**src/design/csbm_pkg.sv**
```systemverilog
// Shared types, constants and mask helpers for the span byte-mask emitter.
`default_nettype none
package csbm_pkg;

  // Default screen geometry
  localparam int unsigned SCREEN_WIDTH_DEF = 256;
  localparam int unsigned SCREEN_ROWS_DEF  = 256;
  // Rows and columns that the 8-bit row and 5-bit byte column can address
  localparam int unsigned ADDR_LIMIT       = 256;

  // Configuration port geometry
  localparam int unsigned CFG_IDX_W  = 3;
  localparam int unsigned CFG_DATA_W = 11;

  // Register indexes
  localparam logic [CFG_IDX_W-1:0] REG_OFFSET_X    = 3'd0;
  localparam logic [CFG_IDX_W-1:0] REG_OFFSET_Y    = 3'd1;
  localparam logic [CFG_IDX_W-1:0] REG_CLIP_LEFT   = 3'd2;
  localparam logic [CFG_IDX_W-1:0] REG_CLIP_RIGHT  = 3'd3;
  localparam logic [CFG_IDX_W-1:0] REG_CLIP_TOP    = 3'd4;
  localparam logic [CFG_IDX_W-1:0] REG_CLIP_BOTTOM = 3'd5;

  // Register reset values
  localparam logic [8:0] CLIP_RIGHT_RST  = 9'd256;
  localparam logic [8:0] CLIP_BOTTOM_RST = 9'd256;

  // Opcodes
  localparam logic OP_FILL   = 1'b0;
  localparam logic OP_INVERT = 1'b1;

  // Write data used by invert
  localparam logic [7:0] INVERT_DATA = 8'hff;
  localparam logic [7:0] FULL_MASK   = 8'hff;

  // Configuration register set
  typedef struct packed {
    logic signed [10:0] offset_x;
    logic signed [10:0] offset_y;
    logic [8:0]         clip_left;
    logic [8:0]         clip_right;
    logic [8:0]         clip_top;
    logic [8:0]         clip_bottom;
  } cfg_t;

  // Controller to datapath commands
  typedef struct packed {
    logic load;  // capture a span and add offsets
    logic clip;  // clip the span and set up the byte walk
    logic step;  // emit one byte write
  } cmd_t;

  // Datapath to controller status
  typedef struct packed {
    logic empty;    // span dropped or clipped away
    logic at_last;  // current byte is the last of the span
  } sts_t;

  // Mask of the first byte: pixels from lo to the right edge
  function automatic logic [7:0] lead_mask(input logic [2:0] lo);
    return FULL_MASK >> lo;
  endfunction

  // Mask of the last byte: pixels from the left edge through hi
  function automatic logic [7:0] tail_mask(input logic [2:0] hi);
    return FULL_MASK << (3'd7 - hi);
  endfunction

endpackage
`default_nettype wire

```
**src/design/csbm_cfg_regs.sv**
```systemverilog
// Configuration register file with index decode.
`default_nettype none
module csbm_cfg_regs (
  input  wire logic                              clk_i,
  input  wire logic                              rst_ni,
  input  wire logic                              cfg_we_i,
  input  wire logic [csbm_pkg::CFG_IDX_W-1:0]    cfg_idx_i,
  input  wire logic [csbm_pkg::CFG_DATA_W-1:0]   cfg_data_i,
  output csbm_pkg::cfg_t                         cfg_o
);

  csbm_pkg::cfg_t cfg_q;

  // Write decode; indexes past the list are ignored
  always_ff @(posedge clk_i or negedge rst_ni) begin
    if (!rst_ni) begin
      cfg_q.offset_x    <= '0;
      cfg_q.offset_y    <= '0;
      cfg_q.clip_left   <= '0;
      cfg_q.clip_right  <= csbm_pkg::CLIP_RIGHT_RST;
      cfg_q.clip_top    <= '0;
      cfg_q.clip_bottom <= csbm_pkg::CLIP_BOTTOM_RST;
    end else if (cfg_we_i) begin
      case (cfg_idx_i)
        csbm_pkg::REG_OFFSET_X:    cfg_q.offset_x    <= cfg_data_i;
        csbm_pkg::REG_OFFSET_Y:    cfg_q.offset_y    <= cfg_data_i;
        csbm_pkg::REG_CLIP_LEFT:   cfg_q.clip_left   <= cfg_data_i[8:0];
        csbm_pkg::REG_CLIP_RIGHT:  cfg_q.clip_right  <= cfg_data_i[8:0];
        csbm_pkg::REG_CLIP_TOP:    cfg_q.clip_top    <= cfg_data_i[8:0];
        csbm_pkg::REG_CLIP_BOTTOM: cfg_q.clip_bottom <= cfg_data_i[8:0];
        default: ;
      endcase
    end
  end

  assign cfg_o = cfg_q;

endmodule
`default_nettype wire

```
**src/design/csbm_ctrl.sv**
```systemverilog
// Controller: sequences load, clip and the per-byte emit walk.
`default_nettype none
module csbm_ctrl (
  input  wire logic           clk_i,
  input  wire logic           rst_ni,
  input  wire logic           start,
  output logic                busy,
  input  wire csbm_pkg::sts_t sts_i,
  output csbm_pkg::cmd_t      cmd_o
);

  localparam logic [1:0] ST_IDLE = 2'd0;
  localparam logic [1:0] ST_CLIP = 2'd1;
  localparam logic [1:0] ST_EMIT = 2'd2;

  logic [1:0] state_q, state_d;

  // Next state
  always_comb begin
    state_d = state_q;
    case (state_q)
      ST_IDLE: begin
        if (start) state_d = ST_CLIP;
      end
      ST_CLIP: begin
        state_d = sts_i.empty ? ST_IDLE : ST_EMIT;
      end
      ST_EMIT: begin
        if (sts_i.at_last) state_d = ST_IDLE;
      end
      default: state_d = ST_IDLE;
    endcase
  end

  always_ff @(posedge clk_i or negedge rst_ni) begin
    if (!rst_ni) begin
      state_q <= ST_IDLE;
    end else begin
      state_q <= state_d;
    end
  end

  // Commands
  assign busy       = (state_q != ST_IDLE);
  assign cmd_o.load = (state_q == ST_IDLE) && start;
  assign cmd_o.clip = (state_q == ST_CLIP);
  assign cmd_o.step = (state_q == ST_EMIT);

endmodule
`default_nettype wire

```
**src/design/csbm_datapath.sv**
```systemverilog
// Datapath: offset add, clip, byte walk and the output beat register.
`default_nettype none
module csbm_datapath #(
  parameter int unsigned SCREEN_WIDTH = csbm_pkg::SCREEN_WIDTH_DEF,
  parameter int unsigned SCREEN_ROWS  = csbm_pkg::SCREEN_ROWS_DEF
) (
  input  wire logic               clk_i,
  input  wire logic               rst_ni,
  input  wire csbm_pkg::cfg_t     cfg_i,
  input  wire csbm_pkg::cmd_t     cmd_i,
  output csbm_pkg::sts_t          sts_o,
  input  wire logic               opcode_i,
  input  wire logic signed [10:0] span_x_i,
  input  wire logic signed [10:0] span_y_i,
  input  wire logic [9:0]         pixel_count_i,
  input  wire logic [3:0]         colour_i,
  output logic                    res_strobe_o,
  output logic [7:0]              row_index_o,
  output logic [4:0]              byte_column_o,
  output logic [7:0]              bit_mask_o,
  output logic [7:0]              write_data_o,
  output logic                    xor_mode_o,
  output logic                    last_write_o
);

  // Screen caps folded with the addressable range
  localparam int unsigned COL_CAP =
    (SCREEN_WIDTH < csbm_pkg::ADDR_LIMIT) ? SCREEN_WIDTH : csbm_pkg::ADDR_LIMIT;
  localparam int unsigned ROW_CAP =
    (SCREEN_ROWS < csbm_pkg::ADDR_LIMIT) ? SCREEN_ROWS : csbm_pkg::ADDR_LIMIT;

  // Captured span
  logic signed [11:0] x_q, y_q;
  logic [9:0]         cnt_q;
  logic [7:0]         data_q;
  logic               xor_q;

  // Byte walk
  logic [4:0] col_q, last_col_q;
  logic [2:0] lo_q, hi_q;
  logic       first_q;

  // Output beat
  logic       strobe_q;
  logic [7:0] row_q, mask_q, wdata_q;
  logic [4:0] bcol_q;
  logic       xmode_q, last_q;

  // Clip arithmetic
  logic [8:0]         col_lim, row_lim;
  logic signed [12:0] x13, xe13, y13, left13, right13, top13, bot13;
  logic signed [12:0] start13, end13, endm1;
  logic               row_ok, empty;
  logic [7:0]         mask_d;

  assign col_lim = (cfg_i.clip_right < 9'(COL_CAP)) ? cfg_i.clip_right : 9'(COL_CAP);
  assign row_lim = (cfg_i.clip_bottom < 9'(ROW_CAP)) ? cfg_i.clip_bottom : 9'(ROW_CAP);

  assign x13     = {x_q[11], x_q};
  assign y13     = {y_q[11], y_q};
  assign xe13    = x13 + $signed({3'b000, cnt_q});
  assign left13  = $signed({4'b0000, cfg_i.clip_left});
  assign right13 = $signed({4'b0000, col_lim});
  assign top13   = $signed({4'b0000, cfg_i.clip_top});
  assign bot13   = $signed({4'b0000, row_lim});

  // Span clipped to [start, end); empty when nothing remains
  assign start13 = (x13 < left13) ? left13 : x13;
  assign end13   = (xe13 < right13) ? xe13 : right13;
  assign endm1   = end13 - 13'sd1;
  assign row_ok  = (y13 >= top13) && (y13 < bot13);
  assign empty   = !row_ok || (end13 <= start13);

  assign sts_o.empty   = empty;
  assign sts_o.at_last = (col_q == last_col_q);

  // Capture span with offsets added
  always_ff @(posedge clk_i) begin
    if (cmd_i.load) begin
      x_q    <= {span_x_i[10], span_x_i} + {cfg_i.offset_x[10], cfg_i.offset_x};
      y_q    <= {span_y_i[10], span_y_i} + {cfg_i.offset_y[10], cfg_i.offset_y};
      cnt_q  <= pixel_count_i;
      xor_q  <= (opcode_i == csbm_pkg::OP_INVERT);
      data_q <= (opcode_i == csbm_pkg::OP_INVERT) ? csbm_pkg::INVERT_DATA
                                                  : {4'b0000, colour_i};
    end
  end

  // Byte walk setup and advance
  always_ff @(posedge clk_i) begin
    if (cmd_i.clip) begin
      col_q      <= start13[7:3];
      lo_q       <= start13[2:0];
      last_col_q <= endm1[7:3];
      hi_q       <= endm1[2:0];
      first_q    <= 1'b1;
    end else if (cmd_i.step) begin
      col_q   <= col_q + 5'd1;
      first_q <= 1'b0;
    end
  end

  // Mask of the current byte
  always_comb begin
    mask_d = csbm_pkg::FULL_MASK;
    if (first_q) mask_d = mask_d & csbm_pkg::lead_mask(lo_q);
    if (sts_o.at_last) mask_d = mask_d & csbm_pkg::tail_mask(hi_q);
  end

  // Output beat register
  always_ff @(posedge clk_i or negedge rst_ni) begin
    if (!rst_ni) begin
      strobe_q <= 1'b0;
    end else begin
      strobe_q <= cmd_i.step;
    end
  end

  always_ff @(posedge clk_i) begin
    if (cmd_i.step) begin
      row_q   <= y_q[7:0];
      bcol_q  <= col_q;
      mask_q  <= mask_d;
      wdata_q <= data_q;
      xmode_q <= xor_q;
      last_q  <= sts_o.at_last;
    end
  end

  assign res_strobe_o  = strobe_q;
  assign row_index_o   = row_q;
  assign byte_column_o = bcol_q;
  assign bit_mask_o    = mask_q;
  assign write_data_o  = wdata_q;
  assign xor_mode_o    = xmode_q;
  assign last_write_o  = last_q;

endmodule
`default_nettype wire

```
**src/design/clipped_span_byte_mask_emitter.sv**
```systemverilog
// Top level of the clipped span byte-mask emitter.
//
// Channel   Direction  Handshake                 Payload
// span      in         start && !busy            opcode, span_x, span_y, pixel_count, colour
// result    out        res_strobe_o, one cycle   row_index, byte_column, bit_mask,
//                                                write_data, xor_mode, last_write
// config    in         cfg_we_i                  cfg_idx_i, cfg_data_i
//
// A span of n byte writes (n <= 32) has its offsets added as it is taken, is
// then clipped, and then gets one byte write per cycle from the emit walk.
// A dropped or fully clipped span returns to idle after the clip and makes no beat.
// Each beat appears in the cycle after its emit cycle; busy falls with the last
// emit cycle, so the next span may be taken while the last beat is shown.
// Reset is asynchronous and restores the register defaults; the receiver
// cannot stall, so results are never held.
`default_nettype none
module clipped_span_byte_mask_emitter #(
  parameter int unsigned SCREEN_WIDTH = csbm_pkg::SCREEN_WIDTH_DEF,
  parameter int unsigned SCREEN_ROWS  = csbm_pkg::SCREEN_ROWS_DEF
) (
  input  wire logic                             clk_i,
  input  wire logic                             rst_ni,
  // span command
  input  wire logic                             start,
  output logic                                  busy,
  input  wire logic                             opcode_i,
  input  wire logic signed [10:0]               span_x_i,
  input  wire logic signed [10:0]               span_y_i,
  input  wire logic [9:0]                       pixel_count_i,
  input  wire logic [3:0]                       colour_i,
  // byte writes
  output logic                                  res_strobe_o,
  output logic [7:0]                            row_index_o,
  output logic [4:0]                            byte_column_o,
  output logic [7:0]                            bit_mask_o,
  output logic [7:0]                            write_data_o,
  output logic                                  xor_mode_o,
  output logic                                  last_write_o,
  // configuration
  input  wire logic                             cfg_we_i,
  input  wire logic [csbm_pkg::CFG_IDX_W-1:0]   cfg_idx_i,
  input  wire logic [csbm_pkg::CFG_DATA_W-1:0]  cfg_data_i
);

  csbm_pkg::cfg_t cfg;
  csbm_pkg::cmd_t cmd;
  csbm_pkg::sts_t sts;

  csbm_cfg_regs u_cfg (
    .clk_i      (clk_i),
    .rst_ni     (rst_ni),
    .cfg_we_i   (cfg_we_i),
    .cfg_idx_i  (cfg_idx_i),
    .cfg_data_i (cfg_data_i),
    .cfg_o      (cfg)
  );

  csbm_ctrl u_ctrl (
    .clk_i  (clk_i),
    .rst_ni (rst_ni),
    .start  (start),
    .busy   (busy),
    .sts_i  (sts),
    .cmd_o  (cmd)
  );

  csbm_datapath #(
    .SCREEN_WIDTH (SCREEN_WIDTH),
    .SCREEN_ROWS  (SCREEN_ROWS)
  ) u_dp (
    .clk_i         (clk_i),
    .rst_ni        (rst_ni),
    .cfg_i         (cfg),
    .cmd_i         (cmd),
    .sts_o         (sts),
    .opcode_i      (opcode_i),
    .span_x_i      (span_x_i),
    .span_y_i      (span_y_i),
    .pixel_count_i (pixel_count_i),
    .colour_i      (colour_i),
    .res_strobe_o  (res_strobe_o),
    .row_index_o   (row_index_o),
    .byte_column_o (byte_column_o),
    .bit_mask_o    (bit_mask_o),
    .write_data_o  (write_data_o),
    .xor_mode_o    (xor_mode_o),
    .last_write_o  (last_write_o)
  );

  // Beats of one span come back to back until the last one
  a_beats_contiguous: assert property (@(posedge clk_i) disable iff (!rst_ni)
    res_strobe_o && !last_write_o |=> res_strobe_o)
    else $error("span beats not contiguous");

  // A newly taken span makes no beat in the clip cycle
  a_no_beat_after_accept: assert property (@(posedge clk_i) disable iff (!rst_ni)
    start && !busy |=> !res_strobe_o)
    else $error("beat in the cycle after accept");

  // Taking a span raises busy
  a_busy_after_accept: assert property (@(posedge clk_i) disable iff (!rst_ni)
    start && !busy |=> busy)
    else $error("busy low after accept");

  // Every beat follows a busy cycle
  a_beat_needs_busy: assert property (@(posedge clk_i) disable iff (!rst_ni)
    res_strobe_o |-> $past(busy))
    else $error("beat without work in progress");

endmodule
`default_nettype wire

```
**config.mk**
```make
export PLATFORM = sky130hd
export DESIGN_NAME = clipped_span_byte_mask_emitter
export DESIGN_NICKNAME = d
export VERILOG_FILES = /design/src/design/csbm_pkg.sv /design/src/design/csbm_cfg_regs.sv /design/src/design/csbm_ctrl.sv /design/src/design/csbm_datapath.sv /design/src/design/clipped_span_byte_mask_emitter.sv
export SDC_FILE = /design/constraint.sdc
export NUM_CORES = 1
export LEC_CHECK = 0
export BUFFER_PORTS_ARGS = -buffer_cell sky130_fd_sc_hd__buf_2
export CORE_MARGIN = 5
export CORE_UTILIZATION = 35
export CTS_CLUSTER_SIZE = 30
export DETAILED_ROUTE_END_ITERATION = 8
export SYNTH_ARGS = -nofsm -noshare
export SYNTH_HDL_FRONTEND = slang
export SYNTH_SLANG_ARGS = --single-unit
```
**constraint.sdc**
```tcl
create_clock -name clk_i -period 6.4 [get_ports clk_i]
set_input_delay 0.96 -clock clk_i [delete_from_list [all_inputs] [get_ports clk_i]]
set_output_delay 0.96 -clock clk_i [all_outputs]
set_load 0.03 [all_outputs]
```
==> Word level (Yosys, flattened, before mapping) <==
Cells that the tools add are included.
{ "classes": {"reduce_logical": 15, "eq_ne": 10, "shift": 2, "n_bitwise": 1, "n_addsub": 6, "muxes": 13, "n_lt_le_gt_ge": 7} }
{ "op_table": {"columns": ["operator", "count"], "rows": [
  ["2-to-1 mux 13 bit", 2],
  ["adder 11 x 11 -> 12 bit", 2],
  ["less-than comparator 12 x 10 -> 1 bit", 2],
  ["2-to-1 mux 8 bit", 3],
  ["less-than comparator 9 bit (second input constant)", 2],
  ["2-to-1 mux 9 bit", 2],
  ["AND reduction 2 bit", 7],
  ["adder 12 x 11 -> 13 bit", 1],
  ["<= comparator 13 bit", 1],
  ["less-than comparator 13 x 10 -> 1 bit", 1],
  ["greater-or-equal comparator 12 x 10 -> 1 bit", 1],
  ["2-to-1 mux 5 bit", 2],
  ["bitwise AND 8 bit", 1],
  ["left shift 8 x 3 -> 8 bit (first input constant)", 1],
  [">> shifter 8 x 3 -> 8 bit (first input constant)", 1],
  ["subtractor 8 x 2 -> 8 bit (second input constant)", 1],
  ["== test 3 x 2 -> 1 bit (second input constant)", 2],
  ["== test 3 bit (second input constant)", 2],
  ["2-to-1 mux 2 bit", 3],
  ["one-hot mux 2 bit (3 select lines)", 1],
  ["adder 5 x 1 -> 5 bit (second input constant)", 1],
  ["== test 5 bit", 1],
  ["!= test 2 bit (second input constant)", 2],
  ["nonzero test 2 bit", 2],
  ["other kinds (9)", 10]
]} }
{ "totals": {"reg_bits": 152, "out_inout_bits": 33, "elab_cells": 79} }

==> Logic depth before layout (Yosys ltp) <==
{ "logic_depth": {"word_depth": 8, "mapped_depth": 27} }

==> By module <==
From an unflattened synthesis, not the netlist that was laid out.
{ "unflattened": {"hier_cells": 664, "area_unflattened_um2": 8101.5} }
{ "modules_own_cells": {"columns": ["mod", "cells_per_inst", "area_each_um2", "seq_area_each_um2", "n_inst"], "rows": [
  ["csbm_datapath", 527, 5786.8, 2507.4, 1],
  ["csbm_cfg_regs", 126, 2214.6, 1453.9, 1],
  ["csbm_ctrl", 11, 100.1, 50.0, 1]
]} }

==> Least setup slack after synthesis <==
OpenSTA, ideal clock, no wires.
{ "synth_timing": {"path_kind": "register -> register", "start": "reg u_dp.x_q[0]", "end": "reg u_ctrl.state_q[1]", "arrival_time_ps": 4687, "path_slack_ps": 1586, "period_less_slack_ps": 4814, "path_stages_with_launch": 25, "path_cell_list": "edfxtp_1 > ha_1 > inv_1 > fa_1 > nor2b_1 > or2_1 > a21oi_1 > xnor2_1 > ha_1 > a2111oi_0 > o21ai_0 > and3_1 > o211ai_1 > nand3_1 > ha_1 > buf_2 > buf_1 > mux2_2 > ha_1 > a21oi_1 > o21ai_0 > a221oi_1 > o31ai_1 > nand3_1 > o31ai_1"} }
{ "synth_via": {"elab_chain_len": 7} }
{ "synth_rtl": {"columns": ["element", "line_no", "text"], "rows": [
  ["from (decl)", "csbm_datapath.sv:33", "logic signed [11:0] x_q, y_q;"],
  ["from (signal assigned)", "csbm_datapath.sv:80", "x_q <= {span_x_i[10], span_x_i} + {cfg_i.offset_x[10], cfg_i.offset_x};"],
  ["adder 12 x 11 -> 13 bit", "csbm_datapath.sv:61", "assign xe13 = x13 + $signed({3'b000, cnt_q});"],
  ["less-than comparator 13 x 10 -> 1 bit", "csbm_datapath.sv:69", "assign end13 = (xe13 < right13) ? xe13 : right13;"],
  ["2-to-1 mux 13 bit", "csbm_datapath.sv:69", null],
  ["<= comparator 13 bit *", "csbm_datapath.sv:72", "assign empty = !row_ok || (end13 <= start13);"],
  ["logical OR 1 bit *", "csbm_datapath.sv:72", null],
  ["2-to-1 mux 2 bit *", "csbm_ctrl.sv:26", "state_d = sts_i.empty ? ST_IDLE : ST_EMIT;"],
  ["one-hot mux 2 bit (3 select lines) *", "csbm_ctrl.sv:21", "case (state_q)"],
  ["to (signal assigned)", "csbm_ctrl.sv:39", "state_q <= state_d;"],
  ["to (decl)", "csbm_ctrl.sv:16", "logic [1:0] state_q, state_d;"]
]} }
Every way passes the cells marked *; elsewhere a longest branch is shown, timed or not.
A chain may end at the register's enable or synchronous reset.

==> Worst setup path in the final report <==
Ends and elaborated chain as after synthesis.

==> qor.txt <==
pin count of the biggest net entering global routing -> 62
RSZ-0062 raised after global routing -> false
Worst path max stage delay -> 0.71 ns
Vias/cell -> 4.93
# fillers -> 2215
First-pass DRT Iterations -> 6
final instance area -> 0.00963 mm²
critical path class -> flop to flop
VDD IR max -> 206 µV
width of the die -> 164 µm
WL met3 -> 685 µm
final setup TNS -> 0 ns
CTS sink cnt -> 144
Top FF cell, synth -> edfxtp_1
Initial Util -> 0.354
worst path bufs/invs -> 1
Seq/Total Area, Yosys -> 0.485
worst r2r dst -> u_ctrl.state_q[1]
Slew headroom -> 0.363
Min Clock Period, post-route -> 5.61 ns
share of cells above drive strength 1 -> 0.224
# diodes -> 0
final hold violations -> 0
metal2 WL -> 8110 µm
Synth Warn # -> 0
Placed Area -> 0.00905 mm²
Clock Skew -> 0.0139 ns
highest metal used -> met4
vias in the first global route -> 5605
Port Buffer Count -> 87
max_cap viols -> 0
commonest non-fill, non-tap cell in the layout -> buf_2
CP Launch Type -> flop
Tot GR Track Use -> 0.139
core area -> 0.0233 mm²
Slowest-stage cell, CP -> ha_1
Post-CTS Setup Bufs -> 0
total grt overflow -> 0
Mapped Nets -> 871
DIE HEIGHT -> 164 µm
Die ar. -> 0.0268 mm²
crit-path leading delay family -> adder cells
critical path fanouts, max -> 21
Mapped Area -> 0.00827 mm²
Skew-Pair Late Insertion Delay -> 0.42 ns
Layout Area Growth over Synthesis -> 16.5%
CP endpoint kind -> flop
DR DRC count -> 0
Final Setup Violations -> 0
htree depth -> 4
HPWL after DPL -> 13800 µm
Final Net Count -> 965
clock slew at reported path FFs -> 0.06 ns
Rows -> 56
crit-path cells -> ha_1 -> inv_1 -> fa_1 -> nor2b_1 -> or2_1 -> a21oi_1 -> xnor2_1 -> ha_1 -> a2111oi_0 -> o21ai_0 -> and3_1 -> o211ai_1 -> nand3_1 -> ha_1 -> nor4b_1 -> a311oi_1 -> o311ai_2 -> ha_1 -> nand4_1 -> nor2_1 -> a211oi_1 -> o31ai_1 -> nand3_1 -> o31ai_1
# resized after CTS -> 0
r2r worst-path depth -> 24
cell count after synthesis -> 729
CTS root buf -> clkbuf_16
Hold WC Path Type -> flop to flop
TritonCTS clock tree -> built
FMAX -> 178 MHz
drt total wl -> 18100 µm
PD cells -> 424 mW/mm²
initial antenna violation count -> 0
CTS buffer count -> 17
Async S/R FF share, synth -> 0.424
reg2reg start -> u_dp.x_q[0]
ANT nets after route -> 0
Leak -> 4.06 nW
Hold Crit Depth -> 0
total power -> 4.08 mW
Longest Clk Path Bufs -> 2
vias -> 5693
Worst Tran Pin Value -> 0.951 ns
Mean Syn Cell Area -> 11.3 µm²
Worst EP arrival -> 5.93 ns
most frequent cell on the critical path -> ha_1
status -> finished, final reports clean
Hold Path Origin -> u_dp.data_q[1]
R2R Setup Slk -> 0.79 ns
#FFs+latches synth -> 144
EDFF count, synth -> 82
first-pass GRT wire length -> 29200 µm
met1 wire length -> 9000 µm
num ports -> 88
DR iter-0 viols -> 241
number of distinct library cells after synthesis -> 68
hold buffer count at cts -> 0
average wire per cell in the routed design -> 15.7 µm
Hold EP -> u_dp.write_data_o[1]
commonest cells after routing, fill and taps aside -> buf_2 (87), ha_1 (84), edfxtp_1 (82)
fraction of the cycle the final worst path needs -> 0.877
CP required -> 6.72 ns
Final Wtd Congestion -> 0.809
Slew Limit Fails -> 0
[synth_stat cells, drive strengths merged (5+ instances only)]
cell | number | area share
ha | 84 | 0.13
edfxtp | 82 | 0.30
dfrtp | 59 | 0.18
inv | 58 | 0.026
nand2 | 56 | 0.025
mux2 | 43 | 0.059
a21oi | 39 | 0.024
o21ai | 34 | 0.021
nor2 | 30 | 0.014
xnor2 | 25 | 0.026
nand3 | 15 | 0.0091
a21o | 11 | 0.010
nor3 | 11 | 0.0067
mux2i | 10 | 0.012
nand2b | 10 | 0.0076
nor2b | 10 | 0.0076
o21a | 10 | 0.0091
xor2 | 10 | 0.011
buf | 9 | 0.0071
or2 | 9 | 0.0068
a31oi | 8 | 0.0061
clkbuf | 7 | 0.0032
nand4 | 7 | 0.0053
o31ai | 7 | 0.0076
a211oi | 5 | 0.0045
nand3b | 5 | 0.0045
nand4b | 5 | 0.0053
nor3b | 5 | 0.0057
nor4 | 5 | 0.0038
o211ai | 5 | 0.0045
[how the worst max path moves through the flow]
stage                        endpoint  cells past startpoint  slack (ns)   startpoint
floorplan           u_ctrl.state_q[1]                     24        1.59  u_dp.x_q[0]
global placement    u_ctrl.state_q[1]                     24        1.10  u_dp.x_q[0]
detailed placement  u_ctrl.state_q[1]                     24        0.79  u_dp.x_q[0]
CTS                 u_ctrl.state_q[1]                     24        0.76  u_dp.x_q[0]
global route        u_ctrl.state_q[1]                     24        0.37  u_dp.x_q[0]
finish              u_ctrl.state_q[1]                     24        0.79  u_dp.x_q[0]
[state kept, by name, indices dropped and copies added (netlist names), 8 cells and up]
register and cells:
u_dp.bit_mask_o 8, u_dp.row_index_o 8, u_dp.y_q 12, u_dp.cnt_q 10, u_cfg.cfg_o 58, u_dp.x_q 12
[through the flow]
step                cells  hold slack [ns]  worst slack (ns)  utilization
floorplan             729            0.400              1.59            -
global placement     1123            0.406              1.10        0.388
detailed placement   1123            0.412             0.795        0.388
CTS                  1155            0.425             0.760        0.413
global route         1155            0.426             0.372        0.413
finish               1155            0.422             0.788        0.413
[worst register-to-register path: stages, from the launching register on]
cell and delay (ns):
edfxtp_1 0.38, ha_1 0.18, inv_1 0.05, fa_1 0.39
nor2b_1 0.27, or2_1 0.19, a21oi_1 0.09, xnor2_1 0.14
ha_1 0.21, a2111oi_0 0.34, o21ai_0 0.14, and3_1 0.19
o211ai_1 0.17, nand3_1 0.10, ha_1 0.71, nor4b_1 0.14
a311oi_1 0.34, o311ai_2 0.21, ha_1 0.36, nand4_1 0.10
nor2_1 0.13, a211oi_1 0.07, o31ai_1 0.25, nand3_1 0.11
o31ai_1 0.23
[report_power, final]
group          internal (mW)  leakage, nW  total [mW]  switching [mW]
clock                  0.579        0.277       0.966           0.387
sequential              1.30         1.51        1.46           0.159
combinational          0.720         2.28        1.65           0.929
[final cells by class]
class	instances	area, µm²	area share
Sequential cell	144	4010	0.416
Inverter	59	221	0.0230
Multi-Input combinational cell	510	3950	0.410
Clock inverter	11	103	0.0107
Tap cell	319	399	0.0414
Clock buffer	21	482	0.0500
Timing Repair Buffer	91	465	0.0483
[per-layer routing]
metal  up-vias  track usage
li1       2867            -
met1      2688        0.196
met2       123        0.219
met3        15       0.0276
met4         0       0.0404
met5         -            0
[logic make-up after synthesis]
family / Yosys count / share of synthesized area
AND/OR/NAND/NOR: 188 / 0.119
AO/OA/AOI/OAI: 147 / 0.116
flip-flops: 144 / 0.485
adder cells (fa/ha/maj): 87 / 0.134
buffers and inverters: 75 / 0.0371
multiplexers: 53 / 0.0711
XOR/XNOR: 35 / 0.0371
(Power assumes the default switching activity.)
